[config.mk]
export PLATFORM = sky130hd
export DESIGN_NAME = lobm_front
export DESIGN_NICKNAME = d
export VERILOG_FILES = /design/src/rtl/core/lobm_pkg.sv /design/src/rtl/core/lobm_front.sv
export SDC_FILE = /design/constraint.sdc
export NUM_CORES = 1
export LEC_CHECK = 0
export BUFFER_PORTS_ARGS = -buffer_cell sky130_fd_sc_hd__buf_2
export CAP_MARGIN = 20
export CORE_MARGIN = 4
export CORE_UTILIZATION = 45
export CTS_BUF_LIST = sky130_fd_sc_hd__clkbuf_2
export DETAILED_ROUTE_END_ITERATION = 8
export GPL_ROUTABILITY_DRIVEN = 0
export GPL_TIMING_DRIVEN = 0
export MAX_ROUTING_LAYER = met4
export PLACE_DENSITY = 0.7
export SETUP_SLACK_MARGIN = 0.02
export SYNTH_ARGS = -nofsm -noshare
export SYNTH_HDL_FRONTEND = slang
export SYNTH_SLANG_ARGS = --single-unit
[constraint.sdc]
create_clock -name clk -period 6.6 [get_ports clk]
set_input_delay 0.99 -clock clk [delete_from_list [all_inputs] [get_ports clk]]
set_output_delay 0.99 -clock clk [all_outputs]
set_load 0.1 [all_outputs]
[src/rtl/core/lobm_pkg.sv]
// Shared types, codes and helpers of the limit order book matcher.
// Depends on nothing; every other file of the block refers to it by scoped names.
package lobm_pkg;

	localparam int MAX_ORDERS_DEF = 64;
	localparam int RESULT_LIMIT   = 64;
	localparam int TRADE_LIMIT    = RESULT_LIMIT - 1;
	localparam int NTR_W          = $clog2(RESULT_LIMIT);

	// Input action codes.
	localparam logic [1:0] ACT_ADD    = 2'd0;
	localparam logic [1:0] ACT_CANCEL = 2'd1;
	localparam logic [1:0] ACT_MODIFY = 2'd2;

	// Result kinds.
	localparam logic [2:0] KIND_TRADE     = 3'd0;
	localparam logic [2:0] KIND_ACCEPTED  = 3'd1;
	localparam logic [2:0] KIND_DUPLICATE = 3'd2;
	localparam logic [2:0] KIND_NO_CROSS  = 3'd3;
	localparam logic [2:0] KIND_CANCELLED = 3'd4;
	localparam logic [2:0] KIND_UNKNOWN   = 3'd5;
	localparam logic [2:0] KIND_INVALID   = 3'd6;

	typedef struct packed {
		logic [1:0]         action;
		logic [31:0]        order_id;
		logic               side;
		logic signed [31:0] price;
		logic [23:0]        quantity;
		logic               order_type;
	} order_t;

	typedef struct packed {
		logic [2:0]         kind;
		logic [31:0]        bid_order_id;
		logic [31:0]        ask_order_id;
		logic signed [31:0] bid_price;
		logic signed [31:0] ask_price;
		logic [23:0]        fill_quantity;
		logic               last;
	} report_t;

	typedef enum logic [1:0] {
		OP_ADD,
		OP_CANCEL,
		OP_MODIFY,
		OP_BAD
	} op_t;

	// Classified command handed from the front to the engine.
	typedef struct packed {
		op_t                op;
		logic [31:0]        id;
		logic               side;
		logic signed [31:0] price;
		logic [23:0]        qty;
		logic               fak;
		logic               qty_zero;
	} cmd_t;

	typedef struct packed {
		logic [31:0]        id;
		logic               side;
		logic               fak;
		logic signed [31:0] price;
		logic [23:0]        remaining;
		logic [31:0]        arrival;
	} entry_t;

	typedef enum logic [1:0] {
		SCAN_FIND,
		SCAN_ADD,
		SCAN_MATCH
	} scan_t;

	typedef enum logic [3:0] {
		S_IDLE,
		S_SCAN,
		S_FIND_DONE,
		S_ADD_CHECK,
		S_ADD_DONE,
		S_MATCH_DONE,
		S_TRADE_B,
		S_TRADE_A,
		S_EMIT
	} eng_state_t;

	function automatic report_t status(input logic [2:0] kind, input logic [31:0] id);
		report_t r;
		r.kind          = kind;
		r.bid_order_id  = id;
		r.ask_order_id  = '0;
		r.bid_price     = '0;
		r.ask_price     = '0;
		r.fill_quantity = '0;
		r.last          = 1'b1;
		return r;
	endfunction

endpackage

[src/rtl/core/lobm_front.sv]
// Front of the matcher: takes input transfers, classifies them and queues them.
// Depends on lobm_pkg.
module lobm_front (
	input  logic              clk,
	input  logic              arst_n,
	input  logic              push,
	output logic              full,
	input  lobm_pkg::order_t  order,
	output logic              cmd_valid,
	input  logic              cmd_ready,
	output lobm_pkg::cmd_t    cmd
);

	lobm_pkg::cmd_t slot_q [2];
	logic           wp_q, rp_q;
	logic [1:0]     cnt_q;
	lobm_pkg::cmd_t cls;
	logic           do_push, do_pop;

	always_comb begin
		cls.id       = order.order_id;
		cls.side     = order.side;
		cls.price    = order.price;
		cls.qty      = order.quantity;
		cls.fak      = order.order_type;
		cls.qty_zero = (order.quantity == '0);
		unique case (order.action)
			lobm_pkg::ACT_ADD:    cls.op = lobm_pkg::OP_ADD;
			lobm_pkg::ACT_CANCEL: cls.op = lobm_pkg::OP_CANCEL;
			lobm_pkg::ACT_MODIFY: cls.op = lobm_pkg::OP_MODIFY;
			default:              cls.op = lobm_pkg::OP_BAD;
		endcase
	end

	assign full      = (cnt_q == 2'd2);
	assign cmd_valid = (cnt_q != 2'd0);
	assign cmd       = slot_q[rp_q];
	assign do_push   = push && !full;
	assign do_pop    = cmd_valid && cmd_ready;

	always_ff @(posedge clk) begin
		if (do_push) begin
			slot_q[wp_q] <= cls;
		end
	end

	always_ff @(posedge clk or negedge arst_n) begin
		if (!arst_n) begin
			wp_q  <= 1'b0;
			rp_q  <= 1'b0;
			cnt_q <= 2'd0;
		end else begin
			if (do_push) begin
				wp_q <= !wp_q;
			end
			if (do_pop) begin
				rp_q <= !rp_q;
			end
			cnt_q <= cnt_q + {1'b0, do_push} - {1'b0, do_pop};
		end
	end

endmodule

Word level (Yosys, flattened, before mapping) --
Memory sizes are Yosys's and may differ from the RTL's. Cells that the tools add are included.
Cells by class: reductions and logical operators 8, muxes and demuxes 3, equal/unequal tests 3, add/sub/neg operators 2
Operators by type and width (count):
- $logic_not 24->1 | 1
- $pmux 2 s3 | 1
- $eq 2x2->1 const B | 2
- $logic_not 1->1 | 3
- $add 2x1->2 | 1
- $eq 2x1->1 const B | 1
- $logic_and 1x1->1 | 2
- $logic_not 2->1 | 1
- $mux 1 | 2
- $reduce_bool 2->1 | 1
- $sub 2x1->2 | 1
Storage, ports and cells: RAM bits 186, memories 1, input port bits 96, logic and storage cells 20, register bits 4
Memory list:
- slot_q | words 2, bits a word 93, rd ports 1, clocked after memory_dff 0, wr ports 1, RTL line lobm_front.sv:14 | lobm_pkg::cmd_t slot_q [2];

Depth between registers and ports, before layout --
depth after elaboration 5, mapped depth 7, depth with buffers taken out 7

Worst setup path after synthesis --
OpenSTA, ideal clock, no wires.
path kind input to register, start in push, end mem slot_q[0][0] in the netlist's numbering, enable pin, stages on the path 2, arrival time 4958 ps, setup slack 1097 ps, buffers on the path 0, data required time 6055 ps, cell sequence nand2_1 nor2_1
On the way: cells in the longest elaborated chain, start to end 3
Ends and longest elaborated chain:
- start, declared | RTL line lobm_front.sv:6 | input logic push,
- $logic_and 1x1->1 | RTL line lobm_front.sv:38 | assign do_push = push && !full;
- $mux 1 | RTL line lobm_front.sv:42 | if (do_push) begin
- $mux 1 (not written as such) | RTL line lobm_front.sv:43 | slot_q[wp_q] <= cls;
- end, declared | RTL line lobm_front.sv:14
Every way passes these cells.

==> flow_summary.ini <==
[timing]
relSlewSlack = 0.3556
hold_viol = 0
setup_viol = 0
rsz0062_at_grt = no
clock.fmax_mhz = 310.4
tightest_slew_ns = 0.9643
drv_slew = 0
setup_ws_ns = 3.378
final.period_utilization = 0.4881
min_period_ns = 3.222
finClkSkew_ns = 0.01972

[logic_synthesis]
ys_async_sr_fraction = 0.02105
yosysMostFrequentCell = edfxtp_1
synth-seq-cells = 190
synth_area_leaders = edfxtp_1 (80%), mux2_2 (15%), dfrtp_1 (1.4%)
yosysSeqAreaShare = 0.8143
synth_common_cells = edfxtp_1 (186), mux2_2 (93), buf_6 (6), nor4_1 (6), dfrtp_1 (4)
syn_nets = 416
syn_area_mm2 = 0.006982
synth_flop_cell = edfxtp_1
post-synth-top-area-fraction = 0.8000
yosysWarningCount = 0
avgSynthCellArea_um2 = 21.96
syn_inst = 318
synth_top_cell_by_area = edfxtp_1
synth_cell_type_count = 19
synth_edf_count = 186

[critical_path]
worstPathMaxFanout = 10
path_class = flop to output port
r2r-start = cnt_q[0]
cp-end-kind = output port
slowest_stage = dfrtp_1
required_ns = 5.61
path_delay_family = buffers and inverters
cp.arrival_ns = 2.23
cp.buffers_inverters = 3
reg2reg_depth = 4
start_kind = flop
r2r-end = slot_q[0][26]
cpPeakStageDelay_ns = 0.46
r2r_setup_slack_ns = 4.49
crit_chain = buf_4, buf_6, mux2_2, buf_2

[global_routing]
grt_pass1_vias = 3957
overflow = 0
antenna_found_initial = 0
grt_max_degree = 54
track_usage = 0.1539
grt_pass1_wl_um = 20220

[worst_hold_path]
hold_path_end = slot_q[1][53]
min_delay_path_depth = 1
holdCritPathClass = primary input to flop
min_from = order[52]

[outcome]
status = completed

[final_layout]
n_antenna_cell = 0
final_core_util = 0.5590
nets = 627
drive_above_1_share = 0.6033
syn2layout_area_growth_pct = 21.72
fillers = 1245

[floorplan]
die_w_um = 132.6
core-area_mm2 = 0.01520
die_h_um = 132.6
rows = 45
pin_count = 191
die_area_mm2 = 0.01757
initial_core_util = 0.4593

[cts]
cts_resized = 0
numCtsBuffers = 17
clock_latency_ns = 0.71
clk_pin_slew_ns = 0.26
cts_setup_buffers = 0
clockBufferDepth = 2
clockRootBuffer = clkbuf_2
cts_tree = built
cts_num_sinks = 190
ctsHoldBuffers = 1
htreeDepth = 4

[placed_design]
io_buffers = 188
dpl_worst_slack_ns = 3.929
hpwl_um = 8951

[flow_run]
drv_cap = 0

[detailed_routing]
vias = 3570
drt_first_pass_iters = 4
routedWlPerCell_um = 17.75
dr.first_iter.drc_count = 158
ant_nets = 0
drc = 0
vias_per_cell = 4.890
wl_um = 12960
cells in the final DEF, fill, tap and decap left out, drive strengths merged:
cell | netlist | final
buf | 10 | 201
edfxtp | 186 | 186
mux2 | 93 | 93
clkbuf | 2 | 20
nor4 | 6 | 6
clkinv | 0 | 6
dfrtp | 4 | 4
inv | 2 | 4
xnor2 | 3 | 3
clkinvlp | 0 | 3
bufinv | 0 | 3
nand2 | 2 | 2
ha | 2 | 2
nor2 | 2 | 2
nand2b | 1 | 1
nand4 | 1 | 1
and3 | 1 | 1
or2 | 1 | 1
and2 | 1 | 1
xor2 | 1 | 1
dlygate4sd3 | 0 | 1
area by class of cell:
type,count,area [um2],area share
plain buffers,12,97.59,0.01148
clock buffers,18,90.09,0.01060
clock inverters,14,167.7,0.01973
inverters,2,7.507,0.0008834
multi-input cells,114,1204,0.1416
flip-flops and latches,190,5685,0.6690
well taps,188,235.2,0.02768
repair buffers,192,1011,0.1190
logic make-up (layout without fill, tap and decap cells):
| family | after synthesis | after routing | synth area share |
|---|---|---|---|
| AND/OR/NAND/NOR | 15 | 15 | 0.01201 |
| multiplexers | 93 | 93 | 0.1500 |
| buffers and inverters | 14 | 238 | 0.01505 |
| XOR/XNOR | 4 | 4 | 0.005019 |
| flip-flops | 190 | 190 | 0.8143 |
| adder cells (fa/ha/maj) | 2 | 2 | 0.003584 |
registers in the layout, summed over array words and instances (netlist names):
register / cells
cnt_q: 2
wp_q: 1
slot_q: 186
rp_q: 1
per-layer routing:
layer / wire, um / GRT usage / vias to the layer above
met4: 180 / 0.05023 / 0
met2: 6539 / 0.2575 / 126
met3: 889 / 0.04943 / 15
li1: - / - / 1682
met5: 0 / - / -
met1: 5346 / 0.1769 / 1747
per-stage QoR:
| step | cells | hold slack (ns) | instance area (um2) | setup TNS (ns) |
|---|---|---|---|---|
| 5_1_grt | 730 | 0.2997 | 8498 | 0 |
| 6_report | 730 | 0.4464 | 8498 | 0 |
| 3_3_place_gp | 694 | 0.4744 | 8158 | -103.02 |
| 2_1_floorplan | 318 | 0.4604 | 6982 | 0 |
| 4_1_cts | 730 | 0.3224 | 8498 | 0 |
| 3_5_place_dp | 697 | 0.4841 | 8230 | 0 |
how the worst max path moves through the flow:
stage	slack [ns]	cells past startpoint	start	end
2_1_floorplan	1.10	2	push	slot_q[0][0]
3_3_place_gp	-1.12	3	push	slot_q[0][62]
3_5_place_dp	3.93	4	push	slot_q[0][62]
4_1_cts	3.18	4	rp_q	cmd[27]
5_1_grt	3.13	4	rp_q	cmd[32]
6_report	3.38	4	rp_q	cmd[45]
Power is left out: the tool's default activity adds up to more than one toggle a clock period on the data nets, which glitch-free logic cannot reach.
