$ cat config.mk
export PLATFORM = sky130hd
export DESIGN_NAME = lobm_resq
export DESIGN_NICKNAME = d
export VERILOG_FILES = /design/src/rtl/core/lobm_pkg.sv /design/src/rtl/core/lobm_resq.sv
export SDC_FILE = /design/constraint.sdc
export NUM_CORES = 1
export LEC_CHECK = 0
export BUFFER_PORTS_ARGS = -buffer_cell sky130_fd_sc_hd__buf_2
export CORE_ASPECT_RATIO = 1.1
export CORE_MARGIN = 2
export CORE_UTILIZATION = 57
export CTS_CLUSTER_DIAMETER = 150
export DETAILED_ROUTE_END_ITERATION = 6
export GPL_TIMING_DRIVEN = 0
export PLACE_DENSITY = 0.79
export SYNTH_ARGS = -nofsm -noshare
export SYNTH_HDL_FRONTEND = slang
export SYNTH_SLANG_ARGS = --single-unit
$ cat constraint.sdc
create_clock -name clk -period 7.18 [get_ports clk]
set_clock_uncertainty 0.1 [all_clocks]
set_input_delay 0.718 -clock clk [delete_from_list [all_inputs] [get_ports clk]]
set_output_delay 0.718 -clock clk [all_outputs]
set_load 0.03 [all_outputs]
$ cat src/rtl/core/lobm_pkg.sv
// Shared types, codes and helpers of the limit order book matcher.
// Depends on nothing; every other file of the block refers to it by scoped names.
package lobm_pkg;

	localparam int MAX_ORDERS_DEF = 64;
	localparam int RESULT_LIMIT   = 64;
	localparam int TRADE_LIMIT    = RESULT_LIMIT - 1;
	localparam int NTR_W          = $clog2(RESULT_LIMIT);

	// Input action codes.
	localparam logic [1:0] ACT_ADD    = 2'd0;
	localparam logic [1:0] ACT_CANCEL = 2'd1;
	localparam logic [1:0] ACT_MODIFY = 2'd2;

	// Result kinds.
	localparam logic [2:0] KIND_TRADE     = 3'd0;
	localparam logic [2:0] KIND_ACCEPTED  = 3'd1;
	localparam logic [2:0] KIND_DUPLICATE = 3'd2;
	localparam logic [2:0] KIND_NO_CROSS  = 3'd3;
	localparam logic [2:0] KIND_CANCELLED = 3'd4;
	localparam logic [2:0] KIND_UNKNOWN   = 3'd5;
	localparam logic [2:0] KIND_INVALID   = 3'd6;

	typedef struct packed {
		logic [1:0]         action;
		logic [31:0]        order_id;
		logic               side;
		logic signed [31:0] price;
		logic [23:0]        quantity;
		logic               order_type;
	} order_t;

	typedef struct packed {
		logic [2:0]         kind;
		logic [31:0]        bid_order_id;
		logic [31:0]        ask_order_id;
		logic signed [31:0] bid_price;
		logic signed [31:0] ask_price;
		logic [23:0]        fill_quantity;
		logic               last;
	} report_t;

	typedef enum logic [1:0] {
		OP_ADD,
		OP_CANCEL,
		OP_MODIFY,
		OP_BAD
	} op_t;

	// Classified command handed from the front to the engine.
	typedef struct packed {
		op_t                op;
		logic [31:0]        id;
		logic               side;
		logic signed [31:0] price;
		logic [23:0]        qty;
		logic               fak;
		logic               qty_zero;
	} cmd_t;

	typedef struct packed {
		logic [31:0]        id;
		logic               side;
		logic               fak;
		logic signed [31:0] price;
		logic [23:0]        remaining;
		logic [31:0]        arrival;
	} entry_t;

	typedef enum logic [1:0] {
		SCAN_FIND,
		SCAN_ADD,
		SCAN_MATCH
	} scan_t;

	typedef enum logic [3:0] {
		S_IDLE,
		S_SCAN,
		S_FIND_DONE,
		S_ADD_CHECK,
		S_ADD_DONE,
		S_MATCH_DONE,
		S_TRADE_B,
		S_TRADE_A,
		S_EMIT
	} eng_state_t;

	function automatic report_t status(input logic [2:0] kind, input logic [31:0] id);
		report_t r;
		r.kind          = kind;
		r.bid_order_id  = id;
		r.ask_order_id  = '0;
		r.bid_price     = '0;
		r.ask_price     = '0;
		r.fill_quantity = '0;
		r.last          = 1'b1;
		return r;
	endfunction

endpackage

$ cat src/rtl/core/lobm_resq.sv
// Result queue of the matcher: holds reports until the consumer pops them.
// Depends on lobm_pkg.
module lobm_resq (
	input  logic               clk,
	input  logic               arst_n,
	input  logic               in_valid,
	output logic               in_ready,
	input  lobm_pkg::report_t  in_report,
	output logic               empty,
	input  logic               pop,
	output lobm_pkg::report_t  report
);

	lobm_pkg::report_t slot_q [4];
	logic [1:0]        wp_q, rp_q;
	logic [2:0]        cnt_q;
	logic              do_push, do_pop;

	assign in_ready = (cnt_q != 3'd4);
	assign empty    = (cnt_q == 3'd0);
	assign report   = slot_q[rp_q];
	assign do_push  = in_valid && in_ready;
	assign do_pop   = pop && !empty;

	always_ff @(posedge clk) begin
		if (do_push) begin
			slot_q[wp_q] <= in_report;
		end
	end

	always_ff @(posedge clk or negedge arst_n) begin
		if (!arst_n) begin
			wp_q  <= 2'd0;
			rp_q  <= 2'd0;
			cnt_q <= 3'd0;
		end else begin
			if (do_push) begin
				wp_q <= wp_q + 2'd1;
			end
			if (do_pop) begin
				rp_q <= rp_q + 2'd1;
			end
			cnt_q <= cnt_q + {2'b0, do_push} - {2'b0, do_pop};
		end
	end

endmodule

After elaboration in Yosys (flattened, before gate mapping)
Memories as Yosys holds them, arrays and structs flattened. Cells that the tools add are included.

Memories kept: 1. Input port bits: 160. Word-level logic and storage cells: 15. Register bits after elaboration: 7. Output and inout port bits: 158. Memory bits (writable): 624.

Eq/ne operators: 1. Muxes and demuxes: 2. Reduce and logical (&&, ||, !) cells: 4. Add/sub/neg operators: 4.

Memories: slot_q (words 4, bits a word 156, rd ports 1, clocked after memory_dff 0, wr ports 1, line lobm_resq.sv:14) `lobm_pkg::report_t slot_q [4];`.

Operators by type and width (count): $add A2 B1 Y2 const B (2); $add A3 B1 Y3 (1); $logic_not A3 Y1 (1); $ne A3 B3 Y1 const B (1); $sub A3 B1 Y3 (1); $logic_and A1 B1 Y1 (2); $mux W1 (2); $logic_not A1 Y1 (1).

Logic depth before layout (Yosys ltp)
Gate-level depths: netlist (run 1).

Depth in word-level cells: 4. Gate-level depth with buffers: 9. Depth with buffers taken out: 9.

Worst setup path before layout (run 1)
OpenSTA, ideal clock, no wires.

Path kind: input port to flip-flop. Start point: input in_valid. End point: memory slot_q[0][0] in the netlist's numbering, enable pin. Path buffers: 0. Stages on the path: 1. Arrival time: 4.351 ns. Data required time: 6.544 ns. Slack: 2.193 ns. Library setup time: 0.536 ns. Cells stage by stage: and3b_1.

Cells in the longest elaborated chain, start to end: 3.

Ends and longest elaborated chain: start, declared (line lobm_resq.sv:6) `input logic in_valid,`; $logic_and A1 B1 Y1 (line lobm_resq.sv:22) `assign do_push = in_valid && in_ready;`; $mux W1 (line lobm_resq.sv:26) `if (do_push) begin`; $mux W1 (implied by the code) (line lobm_resq.sv:27) `slot_q[wp_q] <= in_report;`; end, declared (line lobm_resq.sv:14).

Every way passes these cells.

==> results.txt, run 1 <==
Status -> completed
Top post-synthesis cells by area -> edfxtp_1 82%, mux4_2 15%, dfrtp_1 0.76%
Flop pwr share -> 0.404
Mean area per synthesized cell -> 26.82 sq um
Post-CTS Setup Bufs -> 0
Setup TNS -> 0 ns
Fmax -> 287.0 MHz
Final antenna-violating net count -> 0
DR vias -> 10.37k
Post-synth top cells -> 624 x edfxtp_1, 156 x mux4_2, 16 x buf_2
Worst slack, placed -> 4.250 ns
Layout cells sized above 1 -> 0.4657
IO Port Bufs -> 317
Final Max Tran Viols -> 0
Post-synth top area share -> 0.8154
Net switching power -> 0.004196 W
Tot GR Track Use -> 0.2087
NumNets Final -> 1415
WP data required -> 6.36 ns
Skew-Pair Late Insertion Delay -> 0.60 ns
Total die area -> 41940 sq um
Static Leak -> 9.400 nW
Area delta synth->final -> 19.57%
Fillers -> 2414
Pin count of the biggest net entering global routing -> 51
CP startpoint kind -> register
CTS buffer count -> 57
# rows -> 77
Hold slack -> 0.2189 ns
RSZ-0062 raised after global routing -> no
CP Class -> reg2out
DR vias/cell -> 5.717
Least-Margin Pin Slew -> 0.8817 ns
Routed length per instance -> 23.83 microns
Setup WS post-layout -> 3.695 ns
Final Setup Violations -> 0
Drt pass-1 iters -> 7
Pint -> 0.008216 W
Total gr overflow -> 0
Clock transition at path regs -> 0.06 ns
Initial Utilization -> 0.5748
Die Width -> 195.4 microns
DRC -> 0
Logic pwr share -> 0.354
Post-synth EDFFs -> 624
Syn. warnings -> 0
Worst min-delay path class -> in2reg
Final Hold Violating Endpoints -> 0
Cell count after synthesis -> 857
Clock Power Share -> 0.242
First-pass GRT wire length -> 64990 microns
WL final -> 43230 microns
Maximum vdd drop -> 295.7 uV
Ys async rst share -> 0.01109
CTS Buffer Depth -> 3
Unique masters post-synth -> 21
Post-synth top area cell -> edfxtp_1
Initial drt markers -> 780
Vias in the first global route -> 11.00k
Placed wire-length estimate -> 26780 microns
Synth Register Bits -> 631
CP Max Fanout -> 10
Switching share of power -> 0.3381
Ys flop type -> edfxtp_1
Non-Filler Instances -> 1814
CTS root buf -> clkbuf_16
CTS H-tree lvls -> 2
Top-count cell post-synth -> edfxtp_1
Worst Setup End Kind -> output port
CP arrival -> 2.67 ns
Core Util, Final -> 0.6872
Worst slew margin -> 0.4122
Max cap viols -> 0
Final period util -> 0.4853
Sequential share of the synthesized area -> 0.8230
Crit path time final -> 3.485 ns
Mapped Area -> 22980 sq um
Core Box Area -> 39980 sq um
RePlAce Congestion -> 0.7052
I/O pins -> 318
CTS tree -> yes
Placed cells -> 1701
Syn_nets -> 1024
Antenna violations before repair -> 8
Die height -> 214.6 microns
Power Dens Cells -> 451.7 nW/um^2
TritonCTS Sinks -> 631
## power groups by stage
stage               clock network, W  registers [W]  logic [W]
CTS                          0.00307        0.00501    0.00448
global placement                   0        0.00528    0.00431
floorplan                          0        0.00515    0.00312
global route                 0.00321        0.00506    0.00464
detailed placement                 0        0.00508    0.00446
finish                       0.00301        0.00501    0.00440
## sequential cells by signal, summed over array words and instances (netlist names)
register  cells
slot_q      624
rp_q          2
wp_q          2
cnt_q         3
## per-layer routing
metal,up-vias,GRT usage,share of wire
met5,-,0,0.00097
met4,8,0.07455,0.026
met3,85,0.05411,0.076
met2,358,0.3460,0.51
met1,5397,0.2716,0.39
li1,4522,-,-
## cell usage in the layout (no fill, tap or decap), types with 5 or more instances in the layout
cell and instances:
edfxtp_1 624, buf_12 5, ha_1 6, clkbuf_16 59, clkinv_2 8, bufinv_16 6, clkinv_1 13, buf_16 9
buf_2 333, clkbuf_1 16, buf_6 15, mux4_2 156, dfrtp_1 7, inv_1 7
## critical path: stages (launching register included)
cell      delay [ns]
dfrtp_1         0.38
clkbuf_1        0.68
buf_2           0.44
mux4_2          0.34
buf_2           0.21
## through the flow
stage	area, sq um	power, W
final	27480	0.01241
after global routing	27480	0.01290
after CTS	27470	0.01256
after floorplan	22980	0.008263
after global placement	25210	0.009584
after detailed placement	25570	0.009538
## logic make-up after synthesis
logic type | share of synthesized area
flip-flops | 0.8230
multiplexers | 0.1529
buffers and inverters | 0.01280
AND/OR/NAND/NOR | 0.004301
adder cells (fa/ha/maj) | 0.004138
AO/OA/AOI/OAI | 0.001361
XOR/XNOR | 0.001524
## cell type report
type | count | area [sq um] | share of cell area
inverters | 7 | 26.28 | 0.0009562
clock inverters | 31 | 301.5 | 0.01097
flip-flops and latches | 631 | 18910 | 0.6883
repair buffers | 332 | 1944 | 0.07076
plain buffers | 35 | 267.8 | 0.009745
diodes | 4 | 10.01 | 0.0003643
well taps | 513 | 641.9 | 0.02336
multi-input cells | 184 | 3789 | 0.1379
clock buffers | 77 | 1584 | 0.05765
## path summary, 6_finish.rpt
kind | start | endpoint | slack (ns) | cells after the start
hold / removal | in_report[51] | slot_q[2][51] | 0.22 | 1
setup reg to reg | cnt_q[1] | cnt_q[2] | 4.44 | 9
hold reg to reg | wp_q[1] | wp_q[1] | 0.52 | 2
min in group asynchronous | arst_n | cnt_q[2] | 0.41 | 2
setup / recovery | rp_q[1] | report[91] | 3.70 | 4
max in group asynchronous | arst_n | rp_q[1] | 6.40 | 2
## timing repair
action                    in CTS  in global routing
hold buffers                   1                  0
gates resized for setup        0                  0
hold endpoints to repair       7                  0
Power figures use the tool's default switching activity.
==> run 2: changes to the inputs <==
- clock period: 7.18 -> 3.23 ns (I/O delays scaled with it)
==> results.txt, run 2 (synthesis gave the netlist of run 1 again) <==
Status -> completed (unchanged)
WP data required -> 2.81 ns (was 6.36 ns)
Critical path's slowest cell -> clkbuf_1 (unchanged)
Final Setup Violations -> 0 (unchanged)
GRT busiest layer -> met2 (unchanged)
IO Port Bufs -> 317 (unchanged)
# hold bufs at CTS -> 160 (was 1)
Non-Filler Instances -> 1964 (was 1814)
Drt pass-1 iters -> 5 (was 7)
Largest register FFs -> 624 (unchanged)
Worst path cell trace -> clkbuf_1 -> buf_2 -> mux4_2 -> buf_2 (unchanged)
Final Hold Violating Endpoints -> 0 (unchanged)
Max cap viols -> 0 (unchanged)
Final antenna-violating net count -> 0 (unchanged)
Setup WS post-layout -> 0.1846 ns (was 3.695 ns)
Crit path time final -> 3.045 ns
I/O pins -> 318 (unchanged)
Fmax -> 328.4 MHz
Cell repeated most along the worst path -> buf_2 (unchanged)
Maximum vdd drop -> 729.2 uV (was 295.7 uV)
TritonCTS Sinks -> 631 (unchanged)
Die height -> 214.6 microns (unchanged)
Commonest non-fill, non-tap cell in the layout -> edfxtp_1 (unchanged)
Power Dens Cells -> 961.5 nW/um^2 (was 451.7 nW/um^2)
CP startpoint kind -> register (unchanged)
CTS Buffer Depth -> 3 (unchanged)
Layout cells sized above 1 -> 0.4157 (was 0.4657)
CP Max Fanout -> 10 (unchanged)
Area delta synth->final -> 26.24% (was 19.57%)
RSZ-0062 raised after global routing -> no (unchanged)
Clock transition at path regs -> 0.06 ns (about the same)
Placed wire-length estimate -> 27190 microns (was 26780 microns)
Reg2Reg Setup Slack -> 0.49 ns (was 4.44 ns)
Tot GR Track Use -> 0.2275 (was 0.2087)
Post_cts resized -> 0 (unchanged)
CP Class -> reg2out (unchanged)
CTS H-tree lvls -> 2 (unchanged)
CP arrival -> 2.62 ns (was 2.67 ns)
DR vias -> 11.16k (was 10.37k)
First-pass GRT wire length -> 71080 microns (was 64990 microns)
Placed cells -> 1699 (was 1701)
Die Width -> 195.4 microns (unchanged)
Antenna violations before repair -> 2 (was 8)
RePlAce Congestion -> 0.7110 (was 0.7052)
Worst slew margin -> 0.3796 (was 0.4122)
Largest regs -> slot_q (624), cnt_q (3) (unchanged)
CTS tree -> yes (unchanged)
Crit-path max cell delay -> 0.63 ns (was 0.68 ns)
Final Max Tran Viols -> 0 (unchanged)
CP top delay family -> buffers and inverters (unchanged)
Final period util -> 0.9428
# rows -> 77 (unchanged)
Largest register by flop count -> slot_q (unchanged)
Worst slack, placed -> 0.4661 ns (was 4.250 ns)
DRC -> 0 (unchanged)
Worst min-delay path class -> in2reg (unchanged)
Skew-Pair Late Insertion Delay -> 0.59 ns (was 0.60 ns)
Least-Margin Pin Slew -> 0.9306 ns (was 0.8817 ns)
Total gr overflow -> 0 (unchanged)
Met3 usage -> 0.05080 (was 0.05411)
Initial Utilization -> 0.5748 (unchanged)
GR Util met1 -> 0.2987 (was 0.2716)
DR vias/cell -> 5.684 (was 5.717)
Placed inst area -> 25520 sq um (was 25570 sq um)
CTS buffer count -> 56 (was 57)
WL final -> 46820 microns (was 43230 microns)
Static Leak -> 10.05 nW (was 9.400 nW)
Post-CTS Setup Bufs -> 0 (unchanged)
Total die area -> 41940 sq um (unchanged)
Pin count of the biggest net entering global routing -> 48 (was 51)
CTS root buf -> clkbuf_16 (unchanged)
Vias in the first global route -> 11.97k (was 11.00k)
Bufs and invs on worst path -> 3 (unchanged)
Core Box Area -> 39980 sq um (unchanged)
Final Cell Area -> 29010 sq um (was 27480 sq um)
Initial drt markers -> 692 (was 780)
Worst Setup End Kind -> output port (unchanged)
Routed length per instance -> 23.84 microns (was 23.83 microns)
Met2 usage -> 0.3805 (was 0.3460)
NumNets Final -> 1571 (was 1415)
Commonest non-fill, non-tap cells in the layout -> 624 x edfxtp_1, 333 x buf_2, 160 x dlygate4sd3_1 (was 624 x edfxtp_1, 333 x buf_2, 156 x mux4_2)
## run 2: metal layers
metal,wire (microns),vias up
li1,-,4818
met1,18250,5825
met2,24040,435
met3,3183,85
met4,1356,0
met5,0,-
## run 2: stage by stage
step                  util  total power (W)  hold slack, ns  TNS [ns]
floorplan                -          0.01821        -0.07259         0
global placement    0.6306          0.02100         0.06348   -914.48
detailed placement  0.6384          0.02119         0.07091         0
CTS                 0.7254          0.02813          0.3454         0
global route        0.7255          0.02896          0.3754         0
finish              0.7256          0.02789          0.3787         0
## run 2: cell type report
type / instances / area [sq um]
timing repair buffer: 489 / 3488
tap: 513 / 641.9
antenna: 3 / 7.507
multi-input combinational: 184 / 3789
fill: 2192 / 10970
inverter: 7 / 26.28
buffer: 35 / 267.8
sequential: 631 / 18910
clock inverter: 40 / 432.9
clock buffer: 62 / 1445
## run 2: power by group
group          internal, W  switching [W]
Sequential          0.0108       0.000398
Clock              0.00400        0.00275
Combinational      0.00369        0.00629
Total               0.0185        0.00944
## run 2: final timing paths
path                            endpoint  depth (start not counted)          start
max reg2reg                     cnt_q[2]                          9       cnt_q[1]
min                        slot_q[3][52]                          2  in_report[52]
max                           report[23]                          4        rp_q[1]
min in group asynchronous       cnt_q[0]                          3         arst_n
min reg2reg                      wp_q[1]                          2        wp_q[1]
max in group asynchronous        rp_q[0]                          3         arst_n
